**src/rtl/datc_pkg.sv**
```systemverilog
// ----------------------------------------------------------------------------
// datc_pkg
// shared sizes, state encoding and control structs of the triangle counter
// ----------------------------------------------------------------------------
package datc_pkg;

  localparam int MAX_NODES     = 64;
  localparam int ADDR_W        = $clog2(MAX_NODES);
  localparam int CNT_W         = $clog2(MAX_NODES + 1);
  localparam int VERT_W        = 6;
  localparam int NODE_CFG_W    = 7;
  localparam int COUNT_W       = 16;
  localparam int NUM_GRP       = (MAX_NODES + 7) / 8;
  localparam int PAD_W         = NUM_GRP * 8;
  localparam int GRP_CNT_W     = 4;
  localparam int MAX_TRIANGLES = MAX_NODES * (MAX_NODES - 1) * (MAX_NODES - 2) / 6;

  localparam logic [NODE_CFG_W-1:0] NODE_RESET = NODE_CFG_W'(64);

  typedef enum logic [1:0] {
    ST_IDLE,
    ST_ROW,
    ST_COL,
    ST_DRAIN
  } state_t;

  typedef struct packed {
    logic              wr_edge;
    logic              start;
    logic              rd_en;
    logic              load_row;
    logic              pair;
    logic [ADDR_W-1:0] rd_addr;
    logic [ADDR_W-1:0] col;
    logic [CNT_W-1:0]  nc;
    logic              publish;
  } cmd_t;

  typedef struct packed {
    logic busy;
  } sts_t;

endpackage

```
**src/rtl/datc_ctrl.sv**
```systemverilog
// ----------------------------------------------------------------------------
// datc_ctrl
// handshakes, node count register and the row/column walk sequencer
// ----------------------------------------------------------------------------
module datc_ctrl (
  input  logic                              clk,
  input  logic                              rst_n,
  input  logic                              in_valid,
  input  logic                              in_last_edge,
  output logic                              in_ready,
  output logic                              out_valid,
  input  logic                              out_ready,
  input  logic                              cfg_valid,
  input  logic [datc_pkg::NODE_CFG_W-1:0]   cfg_node_count,
  output logic                              cfg_ready,
  output datc_pkg::cmd_t                    cmd,
  input  datc_pkg::sts_t                    sts
);

  datc_pkg::state_t                  state_r, state_nxt;
  logic [datc_pkg::NODE_CFG_W-1:0]   node_count_r;
  logic [datc_pkg::CNT_W-1:0]        nc_r, nc_nxt;
  logic [datc_pkg::CNT_W-1:0]        i_r, i_nxt;
  logic [datc_pkg::CNT_W-1:0]        j_r, j_nxt;
  logic                              out_valid_r, out_valid_nxt;
  logic [datc_pkg::NODE_CFG_W-1:0]   nc_sat;

  assign nc_sat = (node_count_r > datc_pkg::NODE_CFG_W'(datc_pkg::MAX_NODES))
                  ? datc_pkg::NODE_CFG_W'(datc_pkg::MAX_NODES) : node_count_r;

  always_ff @(posedge clk) begin
    if (!rst_n) begin
      state_r      <= datc_pkg::ST_IDLE;
      node_count_r <= datc_pkg::NODE_RESET;
      nc_r         <= '0;
      i_r          <= '0;
      j_r          <= '0;
      out_valid_r  <= 1'b0;
    end else begin
      state_r     <= state_nxt;
      nc_r        <= nc_nxt;
      i_r         <= i_nxt;
      j_r         <= j_nxt;
      out_valid_r <= out_valid_nxt;
      if (cfg_valid) begin
        node_count_r <= cfg_node_count;
      end
    end
  end

  always_comb begin
    state_nxt     = state_r;
    nc_nxt        = nc_r;
    i_nxt         = i_r;
    j_nxt         = j_r;
    out_valid_nxt = out_valid_r && !out_ready;
    in_ready      = 1'b0;
    cmd           = '0;
    cmd.nc        = datc_pkg::CNT_W'(nc_sat);
    cmd.rd_addr   = i_r[datc_pkg::ADDR_W-1:0];
    cmd.col       = j_r[datc_pkg::ADDR_W-1:0];
    unique case (state_r)
      datc_pkg::ST_IDLE: begin
        in_ready    = 1'b1;
        cmd.wr_edge = in_valid;
        if (in_valid && in_last_edge) begin
          cmd.start = 1'b1;
          nc_nxt    = datc_pkg::CNT_W'(nc_sat);
          i_nxt     = '0;
          state_nxt = datc_pkg::ST_ROW;
        end
      end
      datc_pkg::ST_ROW: begin
        if (i_r + datc_pkg::CNT_W'(1) >= nc_r) begin
          state_nxt = datc_pkg::ST_DRAIN;
        end else begin
          cmd.rd_en    = 1'b1;
          cmd.load_row = 1'b1;
          j_nxt        = i_r + datc_pkg::CNT_W'(1);
          state_nxt    = datc_pkg::ST_COL;
        end
      end
      datc_pkg::ST_COL: begin
        cmd.rd_en   = 1'b1;
        cmd.pair    = 1'b1;
        cmd.rd_addr = j_r[datc_pkg::ADDR_W-1:0];
        if (j_r + datc_pkg::CNT_W'(1) >= nc_r) begin
          i_nxt     = i_r + datc_pkg::CNT_W'(1);
          state_nxt = datc_pkg::ST_ROW;
        end else begin
          j_nxt = j_r + datc_pkg::CNT_W'(1);
        end
      end
      datc_pkg::ST_DRAIN: begin
        // result register must be free before the total moves into it
        if (!sts.busy && (!out_valid_r || out_ready)) begin
          cmd.publish   = 1'b1;
          out_valid_nxt = 1'b1;
          state_nxt     = datc_pkg::ST_IDLE;
        end
      end
      default: begin
        state_nxt = datc_pkg::ST_IDLE;
      end
    endcase
  end

  assign out_valid = out_valid_r;
  assign cfg_ready = 1'b1;

endmodule

```
**config.mk**
```make
export PLATFORM = sky130hd
export DESIGN_NAME = datc_ctrl
export DESIGN_NICKNAME = d
export VERILOG_FILES = /design/src/rtl/datc_pkg.sv /design/src/rtl/datc_ctrl.sv
export SDC_FILE = /design/constraint.sdc
export NUM_CORES = 1
export LEC_CHECK = 0
export BUFFER_PORTS_ARGS = -buffer_cell sky130_fd_sc_hd__buf_2
export CAP_MARGIN = 20
export CORE_ASPECT_RATIO = 1.75
export CORE_MARGIN = 3
export CORE_UTILIZATION = 42
export DETAILED_ROUTE_END_ITERATION = 12
export MAX_ROUTING_LAYER = met4
export SLEW_MARGIN = 20
export SYNTH_ARGS = -nofsm -noshare
export SYNTH_HDL_FRONTEND = slang
export SYNTH_SLANG_ARGS = --single-unit
```
**constraint.sdc**
```tcl
create_clock -name clk -period 3.2 [get_ports clk]
set_input_delay 0.48 -clock clk [delete_from_list [all_inputs] [get_ports clk]]
set_output_delay 0.48 -clock clk [all_outputs]
set_load 0.005 [all_outputs]
```
# Word level (Yosys, flattened, before mapping)
# Cells that the tools add are included.
dict set report op_classes {
  n_mux 23
  n_reduce_logical 14
  add_sub_neg 2
  n_eq_ne 8
  magnitude_cmp 3
}
# cell n
set ops {}
lappend ops {{2-to-1 mux 7 bit} 6}
lappend ops {{case mux 7 bit (2 select lines)} 2}
lappend ops {{adder 7 x 1 -> 7 bit, second input constant} 2}
lappend ops {{greater-or-equal comparator 7 bit} 2}
lappend ops {{2-to-1 mux 2 bit} 5}
lappend ops {{inequality test 2 bit, second input constant} 5}
lappend ops {{AND reduction 3 bit} 3}
lappend ops {{2-to-1 mux 1 bit} 8}
lappend ops {{case mux 2 bit (4 select lines)} 1}
lappend ops {{> comparator 7 bit, second input constant} 1}
lappend ops {{== test 2 bit, second input constant} 2}
lappend ops {{nonzero test 2 bit} 2}
lappend ops {{logical AND 1 bit} 3}
lappend ops {{zero test 1 bit} 3}
lappend ops {{== test 2 x 1 -> 1 bit, second input constant} 1}
lappend ops {{zero test 2 bit} 1}
lappend ops {{case mux 1 bit (2 select lines)} 1}
lappend ops {{AND reduction 2 bit} 1}
lappend ops {{logical OR 1 bit} 1}
dict set report totals {
  reg_bits 31
  out_inout_bits 28
}

# Depth between registers and ports, before layout
# Gate-level depths: netlist of the first run.
dict set report logic_depth {
  ltp_word 5
  depth_mapped 10
}

# Worst setup path after synthesis of the first run
# OpenSTA, ideal clock, no wires.
dict set report synth_timing {
  path_type {register to output}
  start {register i_r[0] in the netlist's numbering}
  end {output port cmd[22] in the netlist's numbering}
  arrival_ns 2.087
  path_slack_ns 0.633
  n_path_buf 0
  t_required_ns 2.720
  path_stages_with_launch 11
  path_cell_list {dfxtp_1 -> ha_1 -> nand2_1 -> or2_1 -> xnor2_1 -> ha_1 -> a21oi_1 -> o21ai_1 -> a21oi_1 -> and2_1 -> o21a_1}
}
# item line
set synth_rtl {}
lappend synth_rtl {{start: declaration} datc_ctrl.sv:23} ;# logic [datc_pkg::CNT_W-1:0] i_r, i_nxt;
lappend synth_rtl {{start signal: assignment} datc_ctrl.sv:42} ;# i_r <= i_nxt;
lappend synth_rtl {{end: declaration} datc_ctrl.sv:16} ;# output datc_pkg::cmd_t cmd,

==> impl_results.md, run 1 <==
- Clk_lat worst skew: roughly 0.29 ns
- Maxcap violations: 0
- Critical path arrival: 2.51 ns
- Post-CTS Setup Bufs: 0
- Hold Crit Class: in2reg
- Post-synth EDFFs: 0
- Post-synthesis mux area share: 0.111
- Cell internal pwr: 839 uW
- Final setup fails: 0
- Initial DRT Pass Iterations: 5
- Site Rows: 33
- Ports: 42
- Final Critical Period: 2.99 ns
- Via count: 1,841
- Hold-fix buffers at CTS: 0
- Number of global-route vias before repair: 1,804
- Area leader, netlist: dfxtp_1
- Avg WL per Cell: 14.6 um
- Post-Synth XOR/XNOR Area: 0.0372
- Layout overhead on the synthesized area: 15.6%
- Initial antenna violation count: 0
- FILL cells: 500
- Register area share after synthesis: 0.293
- Synth top area share: 0.293
- Fin crit share: 0.933
- Post-CTS sizing: 0
- Cts bufs inserted: 5
- Die W: 59.7 um
- Post-synthesis adder-cell area fraction: 0.118
- Post-Synth Simple-Gate Area: 0.233
- Residual DRC: 0
- Most used DFF post-synth: dfxtp_1
- Worst-path clk slew: 0.07 ns
- Sw frac: 0.369
- Die height: 99.9 um
- Drt initial violations: 32
- Share of async-settable or async-resettable flops after synthesis: 0
- Setup ws final: 0.213 ns
- Yosys warnings: 0
- Final RePlAce weighted congestion: 0.822
- Slew margin rel.: 0.484
- Cell variety after synth: 44
- Final nets: 325
- Clk pwr share: 0.262
- CTS tree: built
- Placed instance area: 2330 sq um
- Seq. cell area: 624 sq um
- Outcome: finished, final reports clean
- Net Switching: a little under 500 uW
- Die area: 5960 sq um
- First-pass GRT wire length: between 8000 and 9000 um
- Port bufs: 40
- Critical path class: reg2out
- Vias per cell: between 5 and 6
- Maximum VDD drop: approximately 0.00045 V
- Max-slew violations: 0
- Root Buffer: clkbuf_8
- Startpoint Class: flop
- Longest Clk Path Bufs: 2
- Top cells by area, synth: dfxtp_1 (29%), ha_1 (12%), nand2_1 (6.2%)
- Crit path max fanout: 7
- Leak: 1.15 nW
- Worst slack, placed: 0.378 ns
- H-tree lvl count: 2
- Worst Skew: 0.00232 ns
- Gate power share: 0.398
- PwrDens: around 540 nW/um^2
- Starting Density: 0.442
- Final core utilization: 0.511
- Average cell area after synthesis: between 8 and 9 sq um
- Multi-input gate area: 1370 sq um
- Worst slew pin tran: 0.773 ns
- Clock sinks: 31
- Yosys reg bits: 31
- CORE AREA: ~4800 sq um
- Fmax: between 300 and 400 MHz
- Layout cells sized above 1: 0.250
- Antenna viol nets, final: 0
- All-Layer GR Usage: 0.190
- Synth Net Count: 289
- Synthesized instance count: 255
- Global route total overflow: 0
- Worst setup EP type: output pin
- Part of the power in registers: 0.340
- WP data required: 2.72 ns
- Fin. Hold Viols: 0
- Hpwl dp: 3920 um
- Post-route cell area: 2450 sq um
- Main combinational cell family by area after synthesis: simple AND/OR/NAND/NOR gates
- Wirelength, routed: 5030 um
- Post-synthesis compound-gate area fraction: 0.140
- Largest net degree at the start of global routing: 25
- # diodes: 0
- Mapped cell area: approximately 2100 sq um
-- area by class of cell --
class | instances | area share
multi-input cells | 195 | 0.560
flip-flops and latches | 31 | 0.255
repair buffers | 45 | 0.0971
clock buffers | 8 | 0.0409
well taps | 52 | 0.0266
inverters | 13 | 0.0199
-- flip-flops by register name, summed over array words and instances (netlist names) --
signal	cells
i_r	7
j_r	7
nc_r	7
node_count_r	7
state_r	2
out_valid	1
-- cells in the final DEF (no fill, tap or decap), types with 2 or more instances in the layout --
cell type  count
nand4_1        5
a21o_1         2
xnor2_1        5
or3_1          4
o21ai_1        4
nand4b_1       2
and2_1         6
nand3_1       10
buf_2         40
nand2_1       35
mux2_4         3
inv_1         12
o211ai_1       2
ha_1          19
nand2b_1       4
a21oi_1       16
mux2_2         6
mux2i_1       11
nor2b_1       10
xor2_1         3
buf_4          5
clkbuf_8       7
dfxtp_2        3
nor2_1        19
o221ai_1       2
o21ai_0        7
a31oi_1        2
dfxtp_1       28
-- power groups by stage --
stage	logic (mW)	registers (mW)	clock network, mW
2_1_floorplan	0.393	0.457	0
3_5_place_dp	0.535	0.460	0
3_3_place_gp	0.532	0.459	0
6_report	0.530	0.452	0.348
4_1_cts	0.536	0.451	0.358
5_1_grt	0.590	0.457	0.377
-- worst max-delay path, stage by stage (launching register included) --
cell     delay, ns
dfxtp_2       0.39
ha_2          0.24
nand2_1       0.06
or2_1         0.26
xnor2_2       0.15
ha_1          0.29
a21oi_1       0.14
o21ai_1       0.09
a21oi_2       0.18
and2_1        0.20
o21a_1        0.12
buf_2         0.10
-- layer usage --
layer / up-vias / routed length [um] / global-route usage
met2: 51 / 2720 / 0.330
met5: - / 0 / -
met3: 13 / 214 / 0.0296
li1: 943 / - / -
met1: 834 / 1970 / 0.203
met4: 0 / 130 / 0.0922
-- through the flow --
step	TNS (ns)	std cells	power, mW	hold WS (ns)
2_1_floorplan	0	255	0.850	0.436
3_3_place_gp	0	336	0.990	0.442
3_5_place_dp	0	336	0.995	0.452
4_1_cts	0	344	1.35	0.412
5_1_grt	-0.0246	344	1.42	0.430
6_report	0	344	1.33	0.412
-- logic make-up after synthesis --
logic type / Yosys count
muxes: 21
and+or+nand+nor: 101
buffers and inverters: 29
other: 1
AOI/OAI and AO/OA: 43
DFF: 31
adders and majority gates: 20
xor gates and xnor gates: 9
-- cells in the mapped netlist (5+ instances only) --
library cell / count
nand4_1: 5
mux2_2: 6
nand3_1: 10
nand2_1: 35
ha_1: 20
a21oi_1: 17
dfxtp_1: 31
inv_1: 12
clkbuf_1: 6
buf_4: 7
nor2b_1: 10
and2_1: 6
o21ai_0: 7
nor2_1: 19
xnor2_1: 6
mux2i_1: 11
-- worst paths after layout --
check	slack, ns	from	end	depth (start not counted)
worst max-delay path	0.21	i_r[0]	cmd[22]	11
worst max register to register	0.52	j_r[0]	j_r[0]	10
worst min-delay path	0.41	cfg_node_count[6]	node_count_r[6]	3
worst min register to register	0.46	nc_r[4]	nc_r[4]	2
(Power assumes the default switching activity.)
==> run 2: changes to the inputs <==
--- a/config.mk
+++ b/config.mk
@@ -12,6 +12,7 @@
 export CORE_UTILIZATION = 42
 export DETAILED_ROUTE_END_ITERATION = 12
 export MAX_ROUTING_LAYER = met4
+export RECOVER_POWER = 25
 export SLEW_MARGIN = 20
 export SYNTH_ARGS = -nofsm -noshare
 export SYNTH_HDL_FRONTEND = slang
==> run 2 against run 1 <==
Effect of this change: cell count did not move; maximum frequency rose by 0.23%; wire length fell by 0.14%; worst setup slack improved by 0.0069 ns; highest routed layer unchanged; largest power group unchanged.
==> impl_results.md, run 2 (same netlist as run 1, synthesis figures left out) <==
- Outcome: finished, final reports clean
- WP data required: approximately 2.7 ns
- Hold-fix buffers at CTS: 0
- Fmax: 336 MHz
- Worst slack, placed: 0.378 ns
- Clock sinks: 31
- Number of global-route vias before repair: 1,804
- Worst setup EP type: output pin
- CORE AREA: 4790 sq um
- Worst Skew: 0.00233 ns
- Sw frac: 0.371
- Final RePlAce weighted congestion: 0.822
- Gate power share: 0.395
- Clk_lat worst skew: 0.29 ns
- Final Critical Period: between 2 and 3 ns
- Cell internal pwr: 832 uW
- R2R cell count: 10
- Starting Density: 0.442
- Fin crit share: 0.931
- Slew margin rel.: 0.466
- Maximum VDD drop: 0.000450 V
- Most common cell after layout, fill and taps aside: buf_2
- Fin. Hold Viols: 0
- Most frequent cells in the layout: buf_2 (37), nand2_1 (35), dfxtp_1 (28)
- First-pass GRT wire length: 8450 um
- Site Rows: 33
- Hpwl dp: 3920 um
- Leak: around 1.1 nW
- Layout overhead on the synthesized area: 14.9%
- Hold path depth: 3
- Clk pwr share: 0.263
- Avg WL per Cell: 14.6 um
- Post-CTS Setup Bufs: 0
- Initial DRT Pass Iterations: 4
- Critical path arrival: roughly 2.5 ns
- Die height: 99.9 um
- Largest net degree at the start of global routing: 25
- Net Switching: 491 uW
- Final nets: 325
- Global route total overflow: 0
- CTS tree: built
- Final setup fails: 0
- Worst slew pin tran: 0.801 ns
- Longest Clk Path Bufs: 2
- Maxcap violations: 0
- Port bufs: 40
- Setup ws final: 0.220 ns
- H-tree lvl count: 2
- Startpoint Class: flop
- Cts bufs inserted: 5
- Layout cells sized above 1: 0.229
- Max-slew violations: 0
- Worst-path clk slew: 0.07 ns
- Hold Crit Class: in2reg
- Wirelength, routed: 5030 um
- Setup slack on the worst flop-to-flop path: 0.51 ns
- Ports: 42
- PwrDens: 544 nW/um^2
- All-Layer GR Usage: 0.190
- Critical path class: reg2out
- Tot Pwr: ~1.3 mW
- Residual DRC: 0
- Vias per cell: 5.36
- Drt initial violations: 34
- Die W: 59.7 um
- Antenna viol nets, final: 0
- Via count: 1,844
- # diodes: 0
- Crit path max fanout: 7
- Part of the power in registers: 0.342
- Die area: 5960 sq um
- Initial antenna violation count: 0
- Root Buffer: clkbuf_8
run 2: worst max-delay path, cell delays in order, from the launching register on:
cell and delay, ns:
dfxtp_2 0.39, ha_2 0.23, nand2_1 0.06, or2_1 0.26, xnor2_2 0.15, ha_1 0.29, a21oi_1 0.14, o21ai_1 0.09
a21oi_2 0.18, and2_1 0.20, o21a_1 0.12, buf_2 0.10
run 2: final timing paths:
| check | from | to |
|---|---|---|
| min reg2reg | nc_r[4] | nc_r[4] |
| max reg2reg | j_r[0] | j_r[0] |
| max | i_r[0] | cmd[22] |
| min | cfg_node_count[6] | node_count_r[6] |
run 2: power by group through the flow:
| stage | sequential (mW) | clock [mW] | combinational (mW) |
|---|---|---|---|
| 2_1_floorplan | 0.457 | 0 | 0.393 |
| 3_3_place_gp | 0.459 | 0 | 0.532 |
| 3_5_place_dp | 0.460 | 0 | 0.535 |
| 4_1_cts | 0.451 | 0.358 | 0.536 |
| 5_1_grt | 0.457 | 0.377 | 0.582 |
| 6_report | 0.452 | 0.349 | 0.522 |
run 2: repair_timing:
action,in CTS,in global routing
hold endpoints to repair,0,0
gates resized for setup,0,6
endpoints found under the setup margin,0,2
run 2: layer usage:
| metal | vias up | global-route usage | share of wire |
|---|---|---|---|
| met5 | - | - | 0 |
| met3 | 13 | 0.0296 | 0.040 |
| met4 | 0 | 0.0922 | 0.026 |
| met2 | 54 | 0.330 | 0.54 |
| li1 | 942 | - | - |
| met1 | 835 | 0.203 | 0.39 |
run 2: area by class of cell:
class,instances,area [sq um]
timing repair buffer,45,223
clock buffer,8,100
sequential,31,624
fill,496,2360
tap,52,65.1
multi-input combinational,195,1370
inverter,13,48.8
run 2: metrics by stage:
| step | utilization | hold slack [ns] | cell area [sq um] | TNS, ns | cells |
|---|---|---|---|---|---|
| 3_3_place_gp | 0.486 | 0.442 | 2330 | 0 | 336 |
| 6_report | 0.508 | 0.412 | 2430 | 0 | 344 |
| 5_1_grt | 0.508 | 0.431 | 2430 | -0.0246 | 344 |
| 3_5_place_dp | 0.486 | 0.452 | 2330 | 0 | 336 |
| 4_1_cts | 0.507 | 0.412 | 2430 | 0 | 344 |
| 2_1_floorplan | - | 0.436 | 2120 | 0 | 255 |
